<file path="config.mk">
export PLATFORM = sky130hd
export DESIGN_NAME = sync_length_crc16_framer_unit_flat
export DESIGN_NICKNAME = d
export VERILOG_FILES = /design/src/rtl/slcf_pkg.sv /design/src/rtl/slcf_if.sv /design/src/rtl/slcf_skid.sv /design/src/rtl/slcf_seq.sv /design/src/rtl/sync_length_crc16_framer_unit.sv /design/src/flat_wrapper.sv
export SDC_FILE = /design/constraint.sdc
export NUM_CORES = 1
export LEC_CHECK = 0
export BUFFER_PORTS_ARGS = -buffer_cell sky130_fd_sc_hd__buf_2
export CORE_UTILIZATION = 40
export DETAILED_ROUTE_END_ITERATION = 8
export GPL_ROUTABILITY_DRIVEN = 0
export PLACE_DENSITY_LB_ADDON = 0.08
export RECOVER_POWER = 50
export SYNTH_ARGS = -nofsm -noshare
export SYNTH_HDL_FRONTEND = slang
export SYNTH_HIERARCHICAL = 1
export SYNTH_SLANG_ARGS = --single-unit
</file>
<file path="constraint.sdc">
create_clock -name i_clk -period 3.2 [get_ports i_clk]
set_input_delay 0.32 -clock i_clk [delete_from_list [all_inputs] [get_ports i_clk]]
set_output_delay 0.32 -clock i_clk [all_outputs]
set_load 0.05 [all_outputs]
</file>
<file path="src/rtl/slcf_pkg.sv">
package slcf_pkg;

    // CRC-16/CCITT-FALSE
    localparam logic [15:0] CRC_POLY   = 16'h1021;
    localparam logic [15:0] CRC_INIT   = 16'hFFFF;
    localparam logic [15:0] SYNC_RESET = 16'hAA55;

    // one accepted payload item
    typedef struct packed {
        logic [7:0]  payload_byte;
        logic [15:0] frame_len;
        logic        last_byte;
    } t_item;

    // byte slot of the frame being sent; SL_SYNC_HI also means no frame open
    typedef enum logic [6:0] {
        SL_SYNC_HI = 7'b0000001,
        SL_SYNC_LO = 7'b0000010,
        SL_LEN_HI  = 7'b0000100,
        SL_LEN_LO  = 7'b0001000,
        SL_DATA    = 7'b0010000,
        SL_CRC_HI  = 7'b0100000,
        SL_CRC_LO  = 7'b1000000
    } t_slot;

    // handshake between input buffer and sequencer
    typedef struct packed {
        logic valid;
        logic pop;
    } t_item_ctl;

    // one byte of CRC update, MSB first
    function automatic logic [15:0] crc_byte(input logic [15:0] crc, input logic [7:0] b);
        logic [15:0] c;
        c = crc ^ {b, 8'h00};
        for (int k = 0; k < 8; k++) begin
            if (c[15]) begin
                c = {c[14:0], 1'b0} ^ CRC_POLY;
            end else begin
                c = {c[14:0], 1'b0};
            end
        end
        return c;
    endfunction

endpackage

</file>
<file path="src/rtl/slcf_if.sv">
// payload input channel
interface slcf_in_if;
    logic        valid;
    logic        ready;
    logic [7:0]  payload_byte;
    logic [15:0] frame_len;
    logic        last_byte;

    modport source (output valid, output payload_byte, output frame_len,
                    output last_byte, input ready);
    modport sink   (input valid, input payload_byte, input frame_len,
                    input last_byte, output ready);
endinterface

// framed byte output channel
interface slcf_out_if;
    logic       valid;
    logic       ready;
    logic [7:0] out_byte;
    logic       end_of_run;
    logic       end_of_frame;

    modport source (output valid, output out_byte, output end_of_run,
                    output end_of_frame, input ready);
    modport sink   (input valid, input out_byte, input end_of_run,
                    input end_of_frame, output ready);
endinterface

// sync word write channel
interface slcf_cfg_if;
    logic        valid;
    logic        ready;
    logic [15:0] sync_word;

    modport source (output valid, output sync_word, input ready);
    modport sink   (input valid, input sync_word, output ready);
endinterface

</file>
<file path="src/rtl/slcf_skid.sv">
module slcf_skid (
    input  logic              i_clk,
    input  logic              i_rst_n,
    input  logic              i_valid,
    output logic              o_ready,
    input  slcf_pkg::t_item   i_item,
    output slcf_pkg::t_item   o_item,
    input  slcf_pkg::t_item_ctl i_ctl_in,
    output slcf_pkg::t_item_ctl o_ctl
);
    import slcf_pkg::*;

    logic  r_main_v;
    logic  r_skid_v;
    t_item r_main;
    t_item r_skid;
    logic  accept;
    logic  pop;

    // ready is registered: only a full skid slot stalls the source
    assign o_ready = !r_skid_v;
    assign accept  = i_valid && !r_skid_v;
    assign pop     = i_ctl_in.pop && r_main_v;

    assign o_item      = r_main;
    assign o_ctl.valid = r_main_v;
    assign o_ctl.pop   = pop;

    // control flags
    always_ff @(posedge i_clk) begin
        if (!i_rst_n) begin
            r_main_v <= 1'b0;
            r_skid_v <= 1'b0;
        end else if (r_skid_v) begin
            if (pop) begin
                r_skid_v <= 1'b0;
            end
        end else if (accept) begin
            if (r_main_v && !pop) begin
                r_skid_v <= 1'b1;
            end else begin
                r_main_v <= 1'b1;
            end
        end else if (pop) begin
            r_main_v <= 1'b0;
        end
    end

    // payload
    always_ff @(posedge i_clk) begin
        if (r_skid_v) begin
            if (pop) begin
                r_main <= r_skid;
            end
        end else if (accept) begin
            if (r_main_v && !pop) begin
                r_skid <= i_item;
            end else begin
                r_main <= i_item;
            end
        end
    end

endmodule

</file>
<file path="src/rtl/slcf_seq.sv">
module slcf_seq (
    input  logic                i_clk,
    input  logic                i_rst_n,
    input  logic [15:0]         i_sync_word,
    input  slcf_pkg::t_item     i_item,
    input  slcf_pkg::t_item_ctl i_ctl,
    output slcf_pkg::t_item_ctl o_ctl,
    output logic                o_valid,
    input  logic                i_ready,
    output logic [7:0]          o_byte,
    output logic                o_end_of_run,
    output logic                o_end_of_frame
);
    import slcf_pkg::*;

    t_slot       r_slot;
    t_slot       n_slot;
    logic [15:0] r_crc;
    logic [15:0] n_crc;
    logic        r_out_v;
    logic [7:0]  r_out_byte;
    logic        r_out_eor;
    logic        r_out_eof;
    logic [15:0] crc_base;
    logic [7:0]  sel_byte;
    logic        feed_crc;
    logic        eor;
    logic        eof;
    logic        load;

    // output register takes a byte when empty or being drained
    assign load = i_ctl.valid && (!r_out_v || i_ready);

    // byte select for the current slot
    always_comb begin
        sel_byte = i_item.payload_byte;
        feed_crc = 1'b1;
        n_slot   = SL_SYNC_HI;
        case (r_slot)
            SL_SYNC_HI: begin
                sel_byte = i_sync_word[15:8];
                n_slot   = SL_SYNC_LO;
            end
            SL_SYNC_LO: begin
                sel_byte = i_sync_word[7:0];
                n_slot   = SL_LEN_HI;
            end
            SL_LEN_HI: begin
                sel_byte = i_item.frame_len[15:8];
                n_slot   = SL_LEN_LO;
            end
            SL_LEN_LO: begin
                sel_byte = i_item.frame_len[7:0];
                n_slot   = SL_DATA;
            end
            SL_DATA: begin
                sel_byte = i_item.payload_byte;
                n_slot   = i_item.last_byte ? SL_CRC_HI : SL_DATA;
            end
            SL_CRC_HI: begin
                sel_byte = r_crc[15:8];
                feed_crc = 1'b0;
                n_slot   = SL_CRC_LO;
            end
            SL_CRC_LO: begin
                sel_byte = r_crc[7:0];
                feed_crc = 1'b0;
                n_slot   = SL_SYNC_HI;
            end
            default: begin
                sel_byte = i_item.payload_byte;
                feed_crc = 1'b0;
                n_slot   = SL_SYNC_HI;
            end
        endcase
    end

    // a new frame restarts the CRC from its seed
    assign crc_base = (r_slot == SL_SYNC_HI) ? CRC_INIT : r_crc;
    assign n_crc    = feed_crc ? crc_byte(crc_base, sel_byte) : r_crc;

    assign eof = (r_slot == SL_CRC_LO);
    assign eor = eof || ((r_slot == SL_DATA) && !i_item.last_byte);

    // item is retired with its last byte
    assign o_ctl.valid = i_ctl.valid;
    assign o_ctl.pop   = load && eor;

    // slot, CRC and output valid
    always_ff @(posedge i_clk) begin
        if (!i_rst_n) begin
            r_slot  <= SL_SYNC_HI;
            r_crc   <= CRC_INIT;
            r_out_v <= 1'b0;
        end else begin
            if (load) begin
                r_slot  <= n_slot;
                r_crc   <= n_crc;
                r_out_v <= 1'b1;
            end else if (i_ready) begin
                r_out_v <= 1'b0;
            end
        end
    end

    // output payload
    always_ff @(posedge i_clk) begin
        if (load) begin
            r_out_byte <= sel_byte;
            r_out_eor  <= eor;
            r_out_eof  <= eof;
        end
    end

    assign o_valid        = r_out_v;
    assign o_byte         = r_out_byte;
    assign o_end_of_run   = r_out_eor;
    assign o_end_of_frame = r_out_eof;

endmodule

</file>
<file path="src/rtl/sync_length_crc16_framer_unit.sv">
// Length-prefixed byte framer. The first payload byte of a frame is sent as
// sync word, payload length (both high byte first) and the byte itself; later
// bytes pass through, and the byte marked last is followed by the
// CRC-16/CCITT-FALSE (poly 0x1021, seed 0xFFFF) over sync, length and payload,
// high byte first. Output is one byte per cycle while the receiver is ready; an
// item yields one byte mid-frame, five bytes when it opens a frame and two more
// when it closes one (seven for a one-byte frame). Input is taken back to back
// through a two-entry buffer whose ready is registered.
// Write the sync word only while no item or output byte is in flight; its two
// bytes are read as the header goes out, so a new value applies to the next
// frame.
module sync_length_crc16_framer_unit (
    input  logic        i_clk,
    input  logic        i_rst_n,
    slcf_in_if.sink     i_in,
    slcf_out_if.source  o_out,
    slcf_cfg_if.sink    i_cfg
);
    import slcf_pkg::*;

    logic [15:0] r_sync_word;
    t_item       in_item;
    t_item       buf_item;
    t_item_ctl   buf_ctl;
    t_item_ctl   seq_ctl;

    // sync word register, always writable
    assign i_cfg.ready = 1'b1;

    always_ff @(posedge i_clk) begin
        if (!i_rst_n) begin
            r_sync_word <= SYNC_RESET;
        end else if (i_cfg.valid) begin
            r_sync_word <= i_cfg.sync_word;
        end
    end

    assign in_item.payload_byte = i_in.payload_byte;
    assign in_item.frame_len    = i_in.frame_len;
    assign in_item.last_byte    = i_in.last_byte;

    // input buffer
    slcf_skid u_skid (
        .i_clk    (i_clk),
        .i_rst_n  (i_rst_n),
        .i_valid  (i_in.valid),
        .o_ready  (i_in.ready),
        .i_item   (in_item),
        .o_item   (buf_item),
        .i_ctl_in (seq_ctl),
        .o_ctl    (buf_ctl)
    );

    // frame sequencer and output register
    slcf_seq u_seq (
        .i_clk          (i_clk),
        .i_rst_n        (i_rst_n),
        .i_sync_word    (r_sync_word),
        .i_item         (buf_item),
        .i_ctl          (buf_ctl),
        .o_ctl          (seq_ctl),
        .o_valid        (o_out.valid),
        .i_ready        (o_out.ready),
        .o_byte         (o_out.out_byte),
        .o_end_of_run   (o_out.end_of_run),
        .o_end_of_frame (o_out.end_of_frame)
    );

endmodule

</file>
<file path="src/flat_wrapper.sv">
// flat-port wrapper written by rule: the top's interface ports become plain ports
module sync_length_crc16_framer_unit_flat import slcf_pkg::*;
  (i_clk, i_rst_n, i_in_valid, i_in_payload_byte, i_in_frame_len, i_in_last_byte, i_in_ready, o_out_valid, o_out_out_byte, o_out_end_of_run, o_out_end_of_frame, o_out_ready, i_cfg_valid, i_cfg_sync_word, i_cfg_ready);
  slcf_in_if i_in_i ();
  slcf_out_if o_out_i ();
  slcf_cfg_if i_cfg_i ();
  input  logic i_clk;
  input  logic i_rst_n;
  input wire logic [$bits(i_in_i.valid)-1:0] i_in_valid;
  input wire logic [$bits(i_in_i.payload_byte)-1:0] i_in_payload_byte;
  input wire logic [$bits(i_in_i.frame_len)-1:0] i_in_frame_len;
  input wire logic [$bits(i_in_i.last_byte)-1:0] i_in_last_byte;
  output wire logic [$bits(i_in_i.ready)-1:0] i_in_ready;
  output wire logic [$bits(o_out_i.valid)-1:0] o_out_valid;
  output wire logic [$bits(o_out_i.out_byte)-1:0] o_out_out_byte;
  output wire logic [$bits(o_out_i.end_of_run)-1:0] o_out_end_of_run;
  output wire logic [$bits(o_out_i.end_of_frame)-1:0] o_out_end_of_frame;
  input wire logic [$bits(o_out_i.ready)-1:0] o_out_ready;
  input wire logic [$bits(i_cfg_i.valid)-1:0] i_cfg_valid;
  input wire logic [$bits(i_cfg_i.sync_word)-1:0] i_cfg_sync_word;
  output wire logic [$bits(i_cfg_i.ready)-1:0] i_cfg_ready;
  assign i_in_i.valid = i_in_valid;
  assign i_in_i.payload_byte = i_in_payload_byte;
  assign i_in_i.frame_len = i_in_frame_len;
  assign i_in_i.last_byte = i_in_last_byte;
  assign i_in_ready = i_in_i.ready;
  assign o_out_valid = o_out_i.valid;
  assign o_out_out_byte = o_out_i.out_byte;
  assign o_out_end_of_run = o_out_i.end_of_run;
  assign o_out_end_of_frame = o_out_i.end_of_frame;
  assign o_out_i.ready = o_out_ready;
  assign i_cfg_i.valid = i_cfg_valid;
  assign i_cfg_i.sync_word = i_cfg_sync_word;
  assign i_cfg_ready = i_cfg_i.ready;
  sync_length_crc16_framer_unit u_core (.i_clk(i_clk), .i_rst_n(i_rst_n), .i_in(i_in_i), .o_out(o_out_i), .i_cfg(i_cfg_i));
endmodule
</file>
After elaboration in Yosys (flattened, before gate mapping) --
Index checks and enable logic that the tools add are counted.
Storage, ports and cells: bits in registers 102, bits of input ports 46, output and inout port bits 13, word-level logic and storage cells 81
Cells by class: equality and inequality tests 10, mux-type cells 26, bitwise gates (word level) 10, reduce and logical (&&, ||, !) cells 20
Operator list (count):
- 2-to-1 mux 13 bit | 8
- 2-to-1 mux 25 bit | 4
- case mux 8 bit (6 select lines) | 1
- case mux 7 bit (6 select lines) | 1
- NOT 3 bit | 8
- 2-to-1 mux 16 bit | 1
- bitwise XOR 16 bit | 1
- 2-to-1 mux 1 bit | 10
- AND reduction 3 bit | 3
- equality test 7 x 1 -> 1 bit, second input constant | 1
- equality test 7 x 2 -> 1 bit, second input constant | 1
- equality test 7 x 3 -> 1 bit, second input constant | 1
- equality test 7 x 4 -> 1 bit, second input constant | 1
- equality test 7 x 5 -> 1 bit, second input constant | 1
- equality test 7 x 6 -> 1 bit, second input constant | 1
- equality test 7 bit, second input constant | 1
- logical AND 1 bit | 6
- 2-to-1 mux 6 bit | 1
- nonzero test 2 bit | 3
- OR reduction 5 bit | 1
- logical NOT 1 bit | 4
- inequality test 2 bit, second input constant | 2
- logical OR 1 bit | 2
- inequality test 2 x 1 -> 1 bit, second input constant | 1
- 2 further kinds | 2

Longest topological paths before layout --
word-level depth 19, mapped depth 11, mapped depth without buffers 8

Modules after synthesis --
The synthesis kept the hierarchy.
By module, submodules not included:
- slcf_seq | times used 1, cells an instance 300, area each 2482.4 µm²
- slcf_skid | times used 1, cells an instance 94, area each 1944.4 µm²
- sync_length_crc16_framer_unit | times used 1, cells an instance 53, area each 606.8 µm²

Worst setup path before layout --
OpenSTA, ideal clock, no wires.
path type register to register, start register u_core.u_seq.r_slot[4], end register u_core.u_skid.r_main, in the netlist u_core/u_skid/o_item[0] (enable), library setup time 415 ps, arrival time 2703 ps, data required time 2785 ps, path slack 82 ps, stages on the path, launching flop included 8, path buffers 2, period minus slack after synthesis 3118 ps, cell sequence dfxtp_1 > buf_6 > clkbuf_1 > nand2b_1 > mux2_2 > nor4_1 > inv_1 > a21oi_1
RTL lines:
- start, declared | RTL line slcf_seq.sv:16 | t_slot r_slot;
- start signal, assigned | RTL line slcf_seq.sv:97 | r_slot <= n_slot;
- end signal, assigned | RTL line slcf_skid.sv:53 | r_main <= r_skid;
- end signal, assigned | RTL line slcf_skid.sv:59 | r_main <= i_item;
- end, declared | RTL line slcf_skid.sv:15 | t_item r_main;

Final worst setup path --
start register u_core.u_seq.r_slot[6], end register u_core.u_seq.r_crc[15]
Between the ends: word-level cells in the longest chain between the ends 9, elaborated cells on any way between the ends 20
Ends and longest elaborated chain:
- equality test 7 x 1 -> 1 bit | RTL line slcf_seq.sv:39, slcf_seq.sv:79
- 2-to-1 mux 16 bit | RTL line slcf_seq.sv:79 | assign crc_base = (r_slot == SL_SYNC_HI) ? CRC_INIT : r_crc;
- bitwise XOR 16 bit | RTL line slcf_pkg.sv:35 | c = crc ^ {b, 8'h00};
- 2-to-1 mux 13 bit (4 in series) | RTL line slcf_pkg.sv:37 | if (c[15]) begin
- NOT 3 bit (no line)
- 2-to-1 mux 13 bit | RTL line slcf_pkg.sv:37
- end signal, assigned | RTL line slcf_seq.sv:98 | r_crc <= n_crc;
- end, declared | RTL line slcf_seq.sv:18 | logic [15:0] r_crc;
Several ways; a longest one is shown, not always the timed one. A chain may end at the register's enable or synchronous reset.

==> impl_metrics.json <==
{
  "start_util_pct": 41.4,
  "power.total_mw": 3.32,
  "peakVddDrop_mv": 0.414,
  "wirelength_um": 11200,
  "cp.required_ns": 3.43,
  "syn2layout_area_growth_pct": 14.0,
  "core-area_sq_um": 12100,
  "power.share.clock_pct": 30.2,
  "end_kind": "flip-flop",
  "rsz0062_at_grt": "false",
  "dieArea_sq_um": 13000,
  "arrival_ns": 3.23,
  "pwr-share-seq_pct": 48.5,
  "post_cts_buffers": 0,
  "fmax_mhz": 333,
  "cts_root_buf": "clkbuf_16",
  "io_pins": 59,
  "ys_warn_count": 6,
  "fin_tns_setup_ns": 0,
  "critPathKind": "flip-flop to flip-flop",
  "drive_above_1_share_pct": 20.7,
  "grt_pass1_vias": 3418,
  "rows": 40,
  "slowest_stage": "dfxtp_1",
  "hold_buffers": 0,
  "cpPeakStageDelay_ns": 0.60,
  "skew_ns": 0.00713,
  "setup_slack_ns": 0.196,
  "startpoint_type": "flip-flop",
  "grt_pass1_wl_um": 18500,
  "place_ws_ns": 0.230,
  "finalSetupViolCount": 0,
  "drv_cap": 0,
  "wl_per_cell_um": 16.7,
  "hold_path_class": "input pin to flip-flop",
  "switching_share_pct": 29.1,
  "clk_pin_slew_ns": 0.07,
  "drcViolationCount": 0,
  "p_leak_nw": 2.06,
  "timing.hold.ws_ns": 0.159,
  "syn_area_per_cell_sq_um": 11.3,
  "clock_latency_ns": 0.35,
  "clockBufferDepth": 2,
  "crit_fanout": 15,
  "ant_nets": 0,
  "post-dp-hpwl_um": 8040,
  "powerDensity_nw_per_um2": 581,
  "die_w_um": 114,
  "power_switching_uw": 967,
  "netlist_area_sq_um": 5020,
  "numCtsBuffers": 9,
  "die_h_um": 114,
  "gr-total-overflow": 0,
  "drtPass1Iterations": 4,
  "finalHoldViolCount": 0,
  "grt_max_degree": 37,
  "slew_violations": 0,
  "post-route-util_pct": 47.2,
  "clock_sinks": 102,
  "fin_crit_ns": 3.00,
  "p_int_mw": 2.35,
  "path_cells": "nor2b_1 -> a21oi_1 -> a211o_1 -> and3_1 -> or3_4 -> a21o_1 -> a2111oi_0 -> o31ai_1",
  "final_nets": 543,
  "num_vias": 3422,
  "cts_tree": "built",
  "syn_nets": 491,
  "fin_crit_sh_pct": 93.9,
  "first_iter_violations": 216,
  "track_usage_pct": 18.9,
  "port_buffers": 57,
  "worst_pin_slew_ns": 1.32,
  "ctsHtreeMaxLevel": 3,
  "diodes": 0,
  "relSlewSlack_pct": 12.1,
  "antenna_found_initial": 0,
  "viasPerCell": 5.11,
  "synth_cells": 445,
  "outcome": "finished clean",
  "combPwrFrac_pct": 21.2
}
## critical path, delay by kind of cell, from the launching register on
family             cells  cell delay [ns]
AOI/OAI and AO/OA      5             1.24
and+or+nand+nor        3             1.04
DFF                    1             0.60
## worst paths after layout
check	cells past startpoint	slack, ns	to	start
setup / recovery	8	0.20	u_core/u_seq/r_crc[15]	u_core/u_seq/r_slot[6]
hold / removal	1	0.16	u_core/u_skid/r_skid[0]	i_in_last_byte
setup reg to reg	8	0.20	u_core/u_seq/r_crc[15]	u_core/u_seq/r_slot[6]
hold reg to reg	2	0.49	u_core/r_sync_word[9]	u_core/r_sync_word[9]
## power by group through the flow
stage / combinational, mW / sequential (mW) / clock (mW)
2_1_floorplan: 0.490 / 1.66 / 0
3_3_place_gp: 0.704 / 1.64 / 0
3_5_place_dp: 0.711 / 1.64 / 0
4_1_cts: 0.715 / 1.61 / 1.04
5_1_grt: 0.774 / 1.62 / 1.10
6_report: 0.706 / 1.61 / 1.00
## layout make-up
| type | count | area [sq um] |
|---|---|---|
| Tap cell | 168 | 210 |
| Sequential cell | 102 | 2640 |
| Multi-Input combinational cell | 297 | 2140 |
| Clock buffer | 11 | 233 |
| Timing Repair Buffer | 76 | 414 |
| Clock inverter | 5 | 35.0 |
| Inverter | 11 | 41.3 |
| Fill cell | 1136 | 6390 |
## placed cells by master, fill, tap and decap left out, drive strengths merged, types with 5 or more instances in the layout
cell,n
edfxtp,60
mux2,26
nand3b,28
a21oi,14
nor3,9
a31oi,5
nor2b,12
o211ai,11
a211oi,5
nor2,32
o21ai,16
clkbuf,38
a2111oi,6
nor4,6
inv,12
dfxtp,42
nand2,31
a22oi,5
buf,49
nand2b,5
nand3,8
xnor2,13
mux2i,19
## flip-flops by register name, summed over array words and instances, names as in the netlist
signal / count
u_core/u_skid/r_skid_v: 1
u_core/u_skid/r_main_v: 1
u_core/u_seq/r_crc: 16
u_core/u_skid/r_skid: 25
u_core/u_seq/o_end_of_frame: 1
u_core/u_seq/r_slot: 7
u_core/r_sync_word: 16
u_core/u_skid/o_item: 25
u_core/u_seq/o_valid: 1
u_core/u_seq/o_end_of_run: 1
u_core/u_seq/o_byte: 8
## timing repair
| action | CTS | global route |
|---|---|---|
| hold endpoints to repair | 0 | 0 |
| resized for setup | 0 | 1 |
| setup endpoints to repair | 0 | 1 |
## layer usage
| metal | share of wire (%) | track usage [%] | up-vias |
|---|---|---|---|
| li1 | - | - | 1739 |
| met1 | 50 | 25.8 | 1591 |
| met2 | 45 | 28.1 | 79 |
| met3 | 3.6 | 4.68 | 13 |
| met4 | 2.2 | 8.92 | 0 |
| met5 | 0 | 0 | - |
## through the flow
step,cell area [sq um],cells
floorplan,5020,445
global placement,5490,654
detailed placement,5490,654
CTS,5760,670
global route,5720,670
finish,5720,670
Note: power is estimated with default switching activity, not from simulation.
